==> src/rtl/core/alb_pkg.sv <==
// Package for the adaptive lamp brightness block: sizes, microcode format and program.
package alb_pkg;

  localparam int SAMPLE_DEPTH = 16;
  localparam int LAMP_COUNT   = 4;

  localparam int SMP_W  = 16;
  localparam int PTR_W  = (SAMPLE_DEPTH > 1) ? $clog2(SAMPLE_DEPTH) : 1;
  localparam int FILL_W = $clog2(SAMPLE_DEPTH + 1);
  localparam int SUM_W  = $clog2(SAMPLE_DEPTH * 65535 + 1);
  localparam int NUM_W  = SUM_W + 3;
  localparam int DEN_W  = $clog2(10 * SAMPLE_DEPTH + 1);
  localparam int DSH_W  = DEN_W + 6;
  localparam int LAMP_W = (LAMP_COUNT > 4) ? $clog2(LAMP_COUNT) : 2;
  localparam int MASK_W = 4;
  localparam int CFG_IDX_W = 3;
  localparam int CFG_DAT_W = 8;
  localparam int QBITS  = 7;

  // register map
  localparam logic [CFG_IDX_W-1:0] CFG_BRIGHTNESS = 3'd0;
  localparam logic [CFG_IDX_W-1:0] CFG_FRONT      = 3'd1;
  localparam logic [CFG_IDX_W-1:0] CFG_TURN_CAP   = 3'd2;
  localparam logic [CFG_IDX_W-1:0] CFG_LEFT       = 3'd3;
  localparam logic [CFG_IDX_W-1:0] CFG_RIGHT      = 3'd4;

  localparam logic [7:0] OFFSET_RESET = 8'd128;
  localparam logic [7:0] WHITE_MAX    = 8'd128;
  // 28 - avg/10 never reaches the floor of 32, so amber is always the floor
  localparam logic [7:0] AMBER_LEVEL  = 8'd32;
  localparam logic [3:0] BLINK_LAST   = 4'd9;
  localparam logic [3:0] BLINK_ON_LIM = 4'd5;

  localparam int STEP_W = 3;

  typedef enum logic [2:0] {
    OP_WAIT,
    OP_READ,
    OP_STORE,
    OP_SETUP,
    OP_CLAMP,
    OP_DIV,
    OP_EMIT,
    OP_NOP
  } op_t;

  typedef enum logic [2:0] {
    C_NEVER,
    C_ALWAYS,
    C_NO_IN,
    C_TICK,
    C_CLAMPED,
    C_CNT_NZ,
    C_EMIT_MORE
  } cond_t;

  typedef struct packed {
    op_t                op;
    cond_t              cond;
    logic [STEP_W-1:0]  target;
  } ctl_t;

  localparam logic [STEP_W-1:0] ST_WAIT  = 3'd0;
  localparam logic [STEP_W-1:0] ST_READ  = 3'd1;
  localparam logic [STEP_W-1:0] ST_STORE = 3'd2;
  localparam logic [STEP_W-1:0] ST_SETUP = 3'd3;
  localparam logic [STEP_W-1:0] ST_CLAMP = 3'd4;
  localparam logic [STEP_W-1:0] ST_DIV   = 3'd5;
  localparam logic [STEP_W-1:0] ST_EMIT  = 3'd6;
  localparam logic [STEP_W-1:0] ST_NOP   = 3'd7;

  // control store: jump to target when cond holds, else step on
  function automatic ctl_t ucode(input logic [STEP_W-1:0] pc);
    ctl_t c;
    unique case (pc)
      ST_WAIT:  c = '{op: OP_WAIT,  cond: C_NO_IN,     target: ST_WAIT};
      ST_READ:  c = '{op: OP_READ,  cond: C_TICK,      target: ST_SETUP};
      ST_STORE: c = '{op: OP_STORE, cond: C_ALWAYS,    target: ST_WAIT};
      ST_SETUP: c = '{op: OP_SETUP, cond: C_NEVER,     target: ST_WAIT};
      ST_CLAMP: c = '{op: OP_CLAMP, cond: C_CLAMPED,   target: ST_EMIT};
      ST_DIV:   c = '{op: OP_DIV,   cond: C_CNT_NZ,    target: ST_DIV};
      ST_EMIT:  c = '{op: OP_EMIT,  cond: C_EMIT_MORE, target: ST_EMIT};
      ST_NOP:   c = '{op: OP_NOP,   cond: C_ALWAYS,    target: ST_WAIT};
      default:  c = '{op: OP_NOP,   cond: C_ALWAYS,    target: ST_WAIT};
    endcase
    return c;
  endfunction

endpackage

==> src/rtl/core/adaptive_lamp_brightness_top.sv <==
// Adaptive lamp brightness: microcoded sample averaging and per-lamp level output.
//
// A sample word (func 0) passes through accept, read of the overwritten ring
// entry from the sample memory, then sum/pointer update and write. An update
// tick (func 1) passes through accept, memory read slot, setup of numerator
// and denominator 10*n, clamp check, up to 7 restoring divide steps (skipped
// when the white level clamps), one lamp word per cycle while the output does
// not stall, and one closing step. The average uses the running sum and fill
// count, so no walk over the ring buffer is ever needed.
module adaptive_lamp_brightness_top (
  input  logic                            clk,
  input  logic                            rst_n,
  input  logic                            cfg_we,
  input  logic [alb_pkg::CFG_IDX_W-1:0]   cfg_index,
  input  logic [alb_pkg::CFG_DAT_W-1:0]   cfg_data,
  input  logic                            in_valid,
  output logic                            in_stall,
  input  logic                            in_func,
  input  logic [15:0]                     in_light_sample,
  input  logic [1:0]                      in_turn_request,
  output logic                            out_valid,
  input  logic                            out_stall,
  output logic [1:0]                      out_lamp_index,
  output logic [7:0]                      out_white_level,
  output logic [6:0]                      out_red_level,
  output logic [7:0]                      out_amber_level,
  output logic                            out_last_lamp
);
  import alb_pkg::*;

  localparam logic signed [NUM_W-1:0] K1000 = NUM_W'(1000);
  localparam logic signed [NUM_W-1:0] K128  = NUM_W'(128);
  localparam logic signed [NUM_W-1:0] K5    = NUM_W'(5);
  localparam logic [LAMP_W-1:0]       LAMP_LAST = LAMP_W'(LAMP_COUNT - 1);

  // config
  logic [7:0]        offset_r;
  logic [MASK_W-1:0] front_r, turn_cap_r, left_r, right_r;

  // control
  logic [STEP_W-1:0] pc_r, pc_nxt;
  logic [2:0]        cnt_r, cnt_nxt;
  logic [LAMP_W-1:0] lamp_r, lamp_nxt;
  logic [PTR_W-1:0]  wp_r, wp_nxt;
  logic [FILL_W-1:0] fill_r, fill_nxt;
  logic [SUM_W-1:0]  sum_r, sum_nxt;
  logic [3:0]        phase_r, phase_nxt;
  logic              out_valid_r, out_valid_nxt;

  // datapath
  logic              func_r;
  logic [SMP_W-1:0]  sample_r;
  logic [1:0]        turn_r;
  logic [SMP_W-1:0]  rd_r;
  logic [NUM_W-1:0]  num_r;
  logic [DEN_W-1:0]  den_r;
  logic [DSH_W-1:0]  dsh_r;
  logic [7:0]        white_r;
  logic [1:0]        o_idx_r;
  logic [7:0]        o_white_r, o_amber_r;
  logic [6:0]        o_red_r;
  logic              o_last_r;

  logic [SMP_W-1:0]  mem [SAMPLE_DEPTH];

  ctl_t ctl;
  logic in_acc, out_acc, slot_free, full, jump;
  logic is_neg, is_high, trial_ok;
  logic [NUM_W-1:0] trial, lim;
  logic [FILL_W-1:0] n_v;
  logic [SUM_W-1:0]  s_v;
  logic signed [NUM_W-1:0] n_s, s_s, o_s, w10;
  logic [DEN_W-1:0] den_v;
  logic lamp_ok, front, side_match, show_amber, is_last;

  assign ctl       = ucode(pc_r);
  assign in_stall  = (ctl.op != OP_WAIT);
  assign in_acc    = in_valid && !in_stall;
  assign out_acc   = out_valid_r && !out_stall;
  assign slot_free = !out_valid_r || !out_stall;
  assign full      = (fill_r == FILL_W'(SAMPLE_DEPTH));

  // arithmetic of the tick
  assign n_v   = (fill_r == '0) ? FILL_W'(1) : fill_r;
  assign s_v   = (fill_r == '0) ? '0 : sum_r;
  assign n_s   = $signed(NUM_W'(n_v));
  assign s_s   = $signed(NUM_W'(s_v));
  assign o_s   = $signed(NUM_W'(offset_r)) - K128;
  // 10n*white = 1000n - 2S + 5n(offset-128)
  assign w10   = n_s * K1000 - (s_s <<< 1) + n_s * o_s * K5;
  assign den_v = DEN_W'(n_v) * DEN_W'(10);

  assign lim      = NUM_W'({den_r, 7'b0});
  assign is_neg   = num_r[NUM_W-1];
  assign is_high  = !is_neg && (num_r >= lim);
  assign trial    = num_r - NUM_W'(dsh_r);
  assign trial_ok = !trial[NUM_W-1];

  // lamp decode
  assign lamp_ok    = ({1'b0, lamp_r} < (LAMP_W + 1)'(4));
  assign front      = lamp_ok && front_r[lamp_r[1:0]];
  assign side_match = (left_r[lamp_r[1:0]] && turn_r[0]) ||
                      (right_r[lamp_r[1:0]] && turn_r[1]);
  assign show_amber = lamp_ok && turn_cap_r[lamp_r[1:0]] && side_match &&
                      (phase_r < BLINK_ON_LIM);
  assign is_last    = (lamp_r == LAMP_LAST);

  always_comb begin
    unique case (ctl.cond)
      C_NEVER:     jump = 1'b0;
      C_ALWAYS:    jump = 1'b1;
      C_NO_IN:     jump = !in_acc;
      C_TICK:      jump = func_r;
      C_CLAMPED:   jump = is_neg || is_high;
      C_CNT_NZ:    jump = (cnt_r != '0);
      C_EMIT_MORE: jump = !(slot_free && is_last);
      default:     jump = 1'b0;
    endcase
    pc_nxt = jump ? ctl.target : pc_r + 1'b1;
  end

  always_comb begin
    cnt_nxt       = cnt_r;
    lamp_nxt      = lamp_r;
    wp_nxt        = wp_r;
    fill_nxt      = fill_r;
    sum_nxt       = sum_r;
    phase_nxt     = phase_r;
    out_valid_nxt = out_valid_r && !out_acc;
    unique case (ctl.op)
      OP_STORE: begin
        sum_nxt  = sum_r - (full ? SUM_W'(rd_r) : '0) + SUM_W'(sample_r);
        fill_nxt = full ? fill_r : fill_r + 1'b1;
        wp_nxt   = (wp_r == PTR_W'(SAMPLE_DEPTH - 1)) ? '0 : wp_r + 1'b1;
      end
      OP_SETUP: begin
        phase_nxt = (phase_r == BLINK_LAST) ? '0 : phase_r + 1'b1;
      end
      OP_CLAMP: begin
        cnt_nxt = 3'(QBITS - 1);
      end
      OP_DIV: begin
        cnt_nxt = cnt_r - 1'b1;
      end
      OP_EMIT: begin
        if (slot_free) begin
          out_valid_nxt = 1'b1;
          lamp_nxt      = is_last ? '0 : lamp_r + 1'b1;
        end
      end
      default: ;
    endcase
  end

  always_ff @(posedge clk) begin
    if (!rst_n) begin
      pc_r        <= ST_WAIT;
      cnt_r       <= '0;
      lamp_r      <= '0;
      wp_r        <= '0;
      fill_r      <= '0;
      sum_r       <= '0;
      phase_r     <= '0;
      out_valid_r <= 1'b0;
      offset_r    <= OFFSET_RESET;
      front_r     <= '0;
      turn_cap_r  <= '0;
      left_r      <= '0;
      right_r     <= '0;
    end else begin
      pc_r        <= pc_nxt;
      cnt_r       <= cnt_nxt;
      lamp_r      <= lamp_nxt;
      wp_r        <= wp_nxt;
      fill_r      <= fill_nxt;
      sum_r       <= sum_nxt;
      phase_r     <= phase_nxt;
      out_valid_r <= out_valid_nxt;
      if (cfg_we) begin
        unique case (cfg_index)
          CFG_BRIGHTNESS: offset_r   <= cfg_data;
          CFG_FRONT:      front_r    <= cfg_data[MASK_W-1:0];
          CFG_TURN_CAP:   turn_cap_r <= cfg_data[MASK_W-1:0];
          CFG_LEFT:       left_r     <= cfg_data[MASK_W-1:0];
          CFG_RIGHT:      right_r    <= cfg_data[MASK_W-1:0];
          default: ;
        endcase
      end
    end
  end

  // payload registers
  always_ff @(posedge clk) begin
    if (in_acc) begin
      func_r   <= in_func;
      sample_r <= in_light_sample;
      turn_r   <= in_turn_request;
    end
    unique case (ctl.op)
      OP_SETUP: begin
        num_r <= w10;
        den_r <= den_v;
      end
      OP_CLAMP: begin
        white_r <= is_high ? WHITE_MAX : '0;
        dsh_r   <= DSH_W'({den_r, 6'b0});
      end
      OP_DIV: begin
        // restoring divide, one quotient bit per step, MSB first
        if (trial_ok) num_r <= trial;
        white_r <= {white_r[6:0], trial_ok};
        dsh_r   <= dsh_r >> 1;
      end
      OP_EMIT: begin
        if (slot_free) begin
          o_idx_r   <= lamp_r[1:0];
          o_white_r <= front ? white_r : '0;
          o_red_r   <= (turn_r != 2'b00 || front) ? '0 : white_r[7:1];
          o_amber_r <= show_amber ? AMBER_LEVEL : '0;
          o_last_r  <= is_last;
        end
      end
      default: ;
    endcase
  end

  // sample ring buffer
  always_ff @(posedge clk) begin
    if (ctl.op == OP_STORE) mem[wp_r] <= sample_r;
    if (ctl.op == OP_READ)  rd_r <= mem[wp_r];
  end

  assign out_valid       = out_valid_r;
  assign out_lamp_index  = o_idx_r;
  assign out_white_level = o_white_r;
  assign out_red_level   = o_red_r;
  assign out_amber_level = o_amber_r;
  assign out_last_lamp   = o_last_r;

  a_fill_bound: assert property (@(posedge clk) disable iff (!rst_n)
    fill_r <= FILL_W'(SAMPLE_DEPTH))
    else $error("fill count beyond depth");

  a_sum_bound: assert property (@(posedge clk) disable iff (!rst_n)
    32'(sum_r) <= 32'(fill_r) * 32'd65535)
    else $error("running sum exceeds what the stored samples allow");

  a_white_range: assert property (@(posedge clk) disable iff (!rst_n)
    (ctl.op == OP_EMIT) |-> (white_r <= WHITE_MAX))
    else $error("white level out of range at emit");

  a_last_wraps: assert property (@(posedge clk) disable iff (!rst_n)
    (out_acc && out_last_lamp) |-> (lamp_r == '0))
    else $error("lamp counter not wrapped after final word");

endmodule

==> config.mk <==
export PLATFORM = sky130hd
export DESIGN_NAME = adaptive_lamp_brightness_top
export DESIGN_NICKNAME = d
export VERILOG_FILES = /design/src/rtl/core/alb_pkg.sv /design/src/rtl/core/adaptive_lamp_brightness_top.sv
export SDC_FILE = /design/constraint.sdc
export NUM_CORES = 1
export LEC_CHECK = 0
export ABC_AREA = 1
export BUFFER_PORTS_ARGS = -buffer_cell sky130_fd_sc_hd__buf_2
export CAP_MARGIN = 40
export CORE_UTILIZATION = 45
export CTS_BUF_LIST = sky130_fd_sc_hd__clkbuf_8
export CTS_CLUSTER_SIZE = 12
export DETAILED_ROUTE_END_ITERATION = 10
export GPL_TIMING_DRIVEN = 0
export HOLD_SLACK_MARGIN = 0.05
export SLEW_MARGIN = 30
export SYNTH_ARGS = -nofsm -noshare
export SYNTH_HDL_FRONTEND = slang
export SYNTH_SLANG_ARGS = --single-unit
==> constraint.sdc <==
create_clock -name clk -period 20.3 [get_ports clk]
set_input_delay 1.015 -clock clk [delete_from_list [all_inputs] [get_ports clk]]
set_output_delay 1.015 -clock clk [all_outputs]
set_load 0.02 [all_outputs]
==> qor.csv <==
stage,metric,value,unit
die,dieArea,0.0563,mm²
detailed_routing,route.detailed.drc,0,
sta,slew_violations,0,
clock_network,ctsResizeCount,0,
detailed_routing,ant_nets,0,
sta,setup_viol,0,
cells_and_area,regArea,0.0124,mm²
synthesis,synthFlopType,edfxtp_1,
synthesis,yosysUniqueCellTypes,50,
setup_path,crit_path_start,fill_r[2],
setup_path,max_stage_delay,0.57,ns
global_routing,overflow,0,
die,coreArea,0.0542,mm²
outcome,status,"complete, no violations",
pwr,peakVddDrop,78.6,µV
synthesis,syn_area,0.0249,mm²
clock_network,cts_sinks,436,
setup_path,slowest_stage,fa_1,
clock_network,clock_latency,0.67,ns
placement,dp_hpwl,52300,µm
sta,timing.final.crit_share,39.5,%
sta,relSlewSlack,36.6,%
die,start_util,45.9,%
clock_network,cts_tree,built,
setup_path,endpoint_kind,flop,
clock_network,htreeDepth,3,
global_routing,first_global_vias,19200,
clock_network,path_clk_slew,0.07,ns
job,drv_cap,0,
cells_and_area,drive_gt1_share,8.24,%
synthesis,yosysTopAreaCell,edfxtp_1,
placement,place.port_buffers,54,
synthesis,async_reset_ff_share,0,%
clock_network,root_buffer,clkbuf_8,
setup_path,crit_arrival,8.43,ns
pwr,pwr_density_cell,134,mW/mm²
setup_path,timing.rr.start,fill_r[2],
die,rows,85,
detailed_routing,drt_iter0_drc,1441,
sta,worst_pin_slew,0.951,ns
global_routing,antenna_found_initial,1,
pwr,power.leakage,0.0120,µW
sta,max_freq,0.125,GHz
detailed_routing,vias,19400,
cells_and_area,areaGrowthSynthToFinish,11.1,%
synthesis,synth_edf_count,362,
clock_network,cts_buffers,74,
detailed_routing,dr.pass1.iters,5,
synthesis,ys_warn_count,0,
global_routing,grt_max_degree,26,
synthesis,yosys-top-cells-area,"edfxtp_1, ha_1, inv_1",
placement,gp_congestion,0.969,
setup_path,required,20.71,ns
sta,period_minus_slack,8.02,ns
setup_path,cp_max_fo,10,
sta,rsz0062_at_grt,false,
detailed_routing,wl,71100,µm
hold_path,hold_class,flop to flop,
detailed_routing,wl_per_cell,19.8,µm
synthesis,yosys_register_bits,436,
hold_path,min_from,front_r[0],
clock_network,cts_setup_buffers,0,
cells_and_area,nets,3109,
cells_and_area,num_antenna_cells,0,
synthesis,avgSynthCellArea,9.22,µm²
die,die_w,237,µm
die,ios,63,
sta,tns,0,ns
die,die-height,237,µm
synthesis,synth-seq-area-share,49.6,%
global_routing,grt_pass1_wl,109000,µm
global_routing,track_usage,25.6,%
setup_path,critPathLaunchType,flop,
clock_network,cts_hold_buf,0,
synthesis,syn-instance-count,2700,
pwr,finalPower,3700,µW
clock_network,clockBufferDepth,3,
synthesis,synth_top_area_share,43.7,%
sta,fin_skew,0.0308,ns
setup_path,crit_type,flop to flop,
sta,hold_viol,0,
setup_path,crit_path_frequent_cell,nand2_1,
cells_and_area,fill_cells,5132,
cells_and_area,multi_input_area,0.0107,mm²
detailed_routing,via_per_inst,5.39,
==> cells in the mapped netlist, types with 2 or more instances <==
master / instances
inv_1: 423
nand2_1: 403
nor2_1: 367
edfxtp_1: 362
o21ai_0: 242
ha_1: 160
a21oi_1: 153
nand3_1: 91
dfxtp_1: 74
o22ai_1: 68
fa_1: 66
clkbuf_1: 50
nand4_1: 38
xor2_1: 31
xnor2_1: 23
nor3_1: 20
buf_2: 16
a21o_1: 13
inv_2: 10
o21bai_1: 10
buf_4: 8
nand3b_1: 7
o21ai_1: 7
nand2_2: 5
or2_2: 5
a31oi_1: 4
buf_1: 4
and2_1: 3
nor2_2: 3
nor3_2: 3
nor4_1: 3
o211ai_1: 3
o21a_1: 3
o31ai_1: 3
a21boi_0: 2
nand3_2: 2
nor3b_1: 2
==> worst paths after layout <==
kind | cells past startpoint | slack (ns) | endpoint
max | 34 | 12.28 | num_r[19]
min | 2 | 0.45 | front_r[0]
max reg2reg | 34 | 12.28 | num_r[19]
min reg2reg | 2 | 0.45 | front_r[0]
==> registers in the layout (all words and copies together) (netlist names), 4 cells and up <==
name             cells
ctl                  8
offset_r             8
left_r               4
out_red_level        7
turn_cap_r           4
num_r               23
dsh_r               14
rd_r                16
mem                256
sum_r               20
front_r              4
white_r              8
phase_r              4
fill_r               5
wp_r                 4
den_r                7
sample_r            16
out_white_level      8
right_r              4
==> layer usage <==
layer | vias up | share of wire (%) | track usage, %
li1 | 9325 | - | -
met4 | 0 | 3.9 | 10.3
met3 | 161 | 5.5 | 3.96
met2 | 631 | 49 | 44.3
met1 | 9267 | 41 | 32.2
met5 | - | 0 | 0
==> stage by stage <==
step,std cells,setup slack (ns),hold WS [ns],instance area [µm²],util (%)
after floorplan,2706,13.64,0.422,24900,-
after global placement,3456,11.71,0.437,26100,48.0
after detailed placement,3466,12.01,0.442,26300,48.4
after CTS,3595,11.96,0.450,27600,51.0
after global routing,3597,11.64,0.477,27700,51.0
final,3597,12.28,0.450,27700,51.0
==> where the power goes <==
| group | internal, µW | switching (µW) | total (µW) |
|---|---|---|---|
| Combinational | 567 | 1170 | 1730 |
| Clock | 368 | 372 | 740 |
| Sequential | 1130 | 92.3 | 1220 |
| Total | 2070 | 1630 | 3700 |
==> cell type report <==
class	count	area share, %
Sequential cell	436	44.7
Multi-Input combinational cell	1758	38.7
Inverter	434	5.90
Clock buffer	80	3.98
Tap cell	696	3.15
Timing Repair Buffer	66	1.44
Buffer	78	1.24
Clock inverter	49	0.923
==> critical path, delay by kind of cell, from the launching register on <==
kind / cells / cell delay [ns]
simple gates: 15 / 2.34
fa+ha+maj: 8 / 3.36
flops: 1 / 0.40
compound gates: 2 / 0.25
buf+inv: 8 / 1.03
xor+xnor: 1 / 0.38
==> cell usage in the layout (no fill, tap or decap), types with 4 or more instances in the layout <==
cell,instances
xnor2_1,23
edfxtp_1,362
ha_1,160
buf_6,6
clkbuf_8,80
or2_2,5
nor2_1,349
nor3_2,4
inv_1,453
nand3_1,91
conb_1,7
buf_2,70
a21o_1,13
clkbuf_1,50
nand4_1,38
buf_4,11
nor2_2,8
buf_1,4
a21oi_1,153
a31oi_1,4
dfxtp_1,74
inv_2,11
nand2_1,401
clkinv_1,7
o21ai_0,242
nand3b_1,7
xor2_1,31
o21bai_1,10
fa_1,66
nand2_2,7
nor2_4,14
o21ai_1,7
clkinv_2,4
nor3_1,19
o22ai_1,68
==> cell families after synthesis <==
| kind of cell | synth area share [%] |
|---|---|
| other cells | 0.0151 |
| compound gates | 11.2 |
| xor+xnor | 1.97 |
| buf+inv | 7.93 |
| fa+ha+maj | 13.4 |
| simple gates | 15.9 |
| flops | 49.6 |
Note: power is estimated with default switching activity, not from simulation.
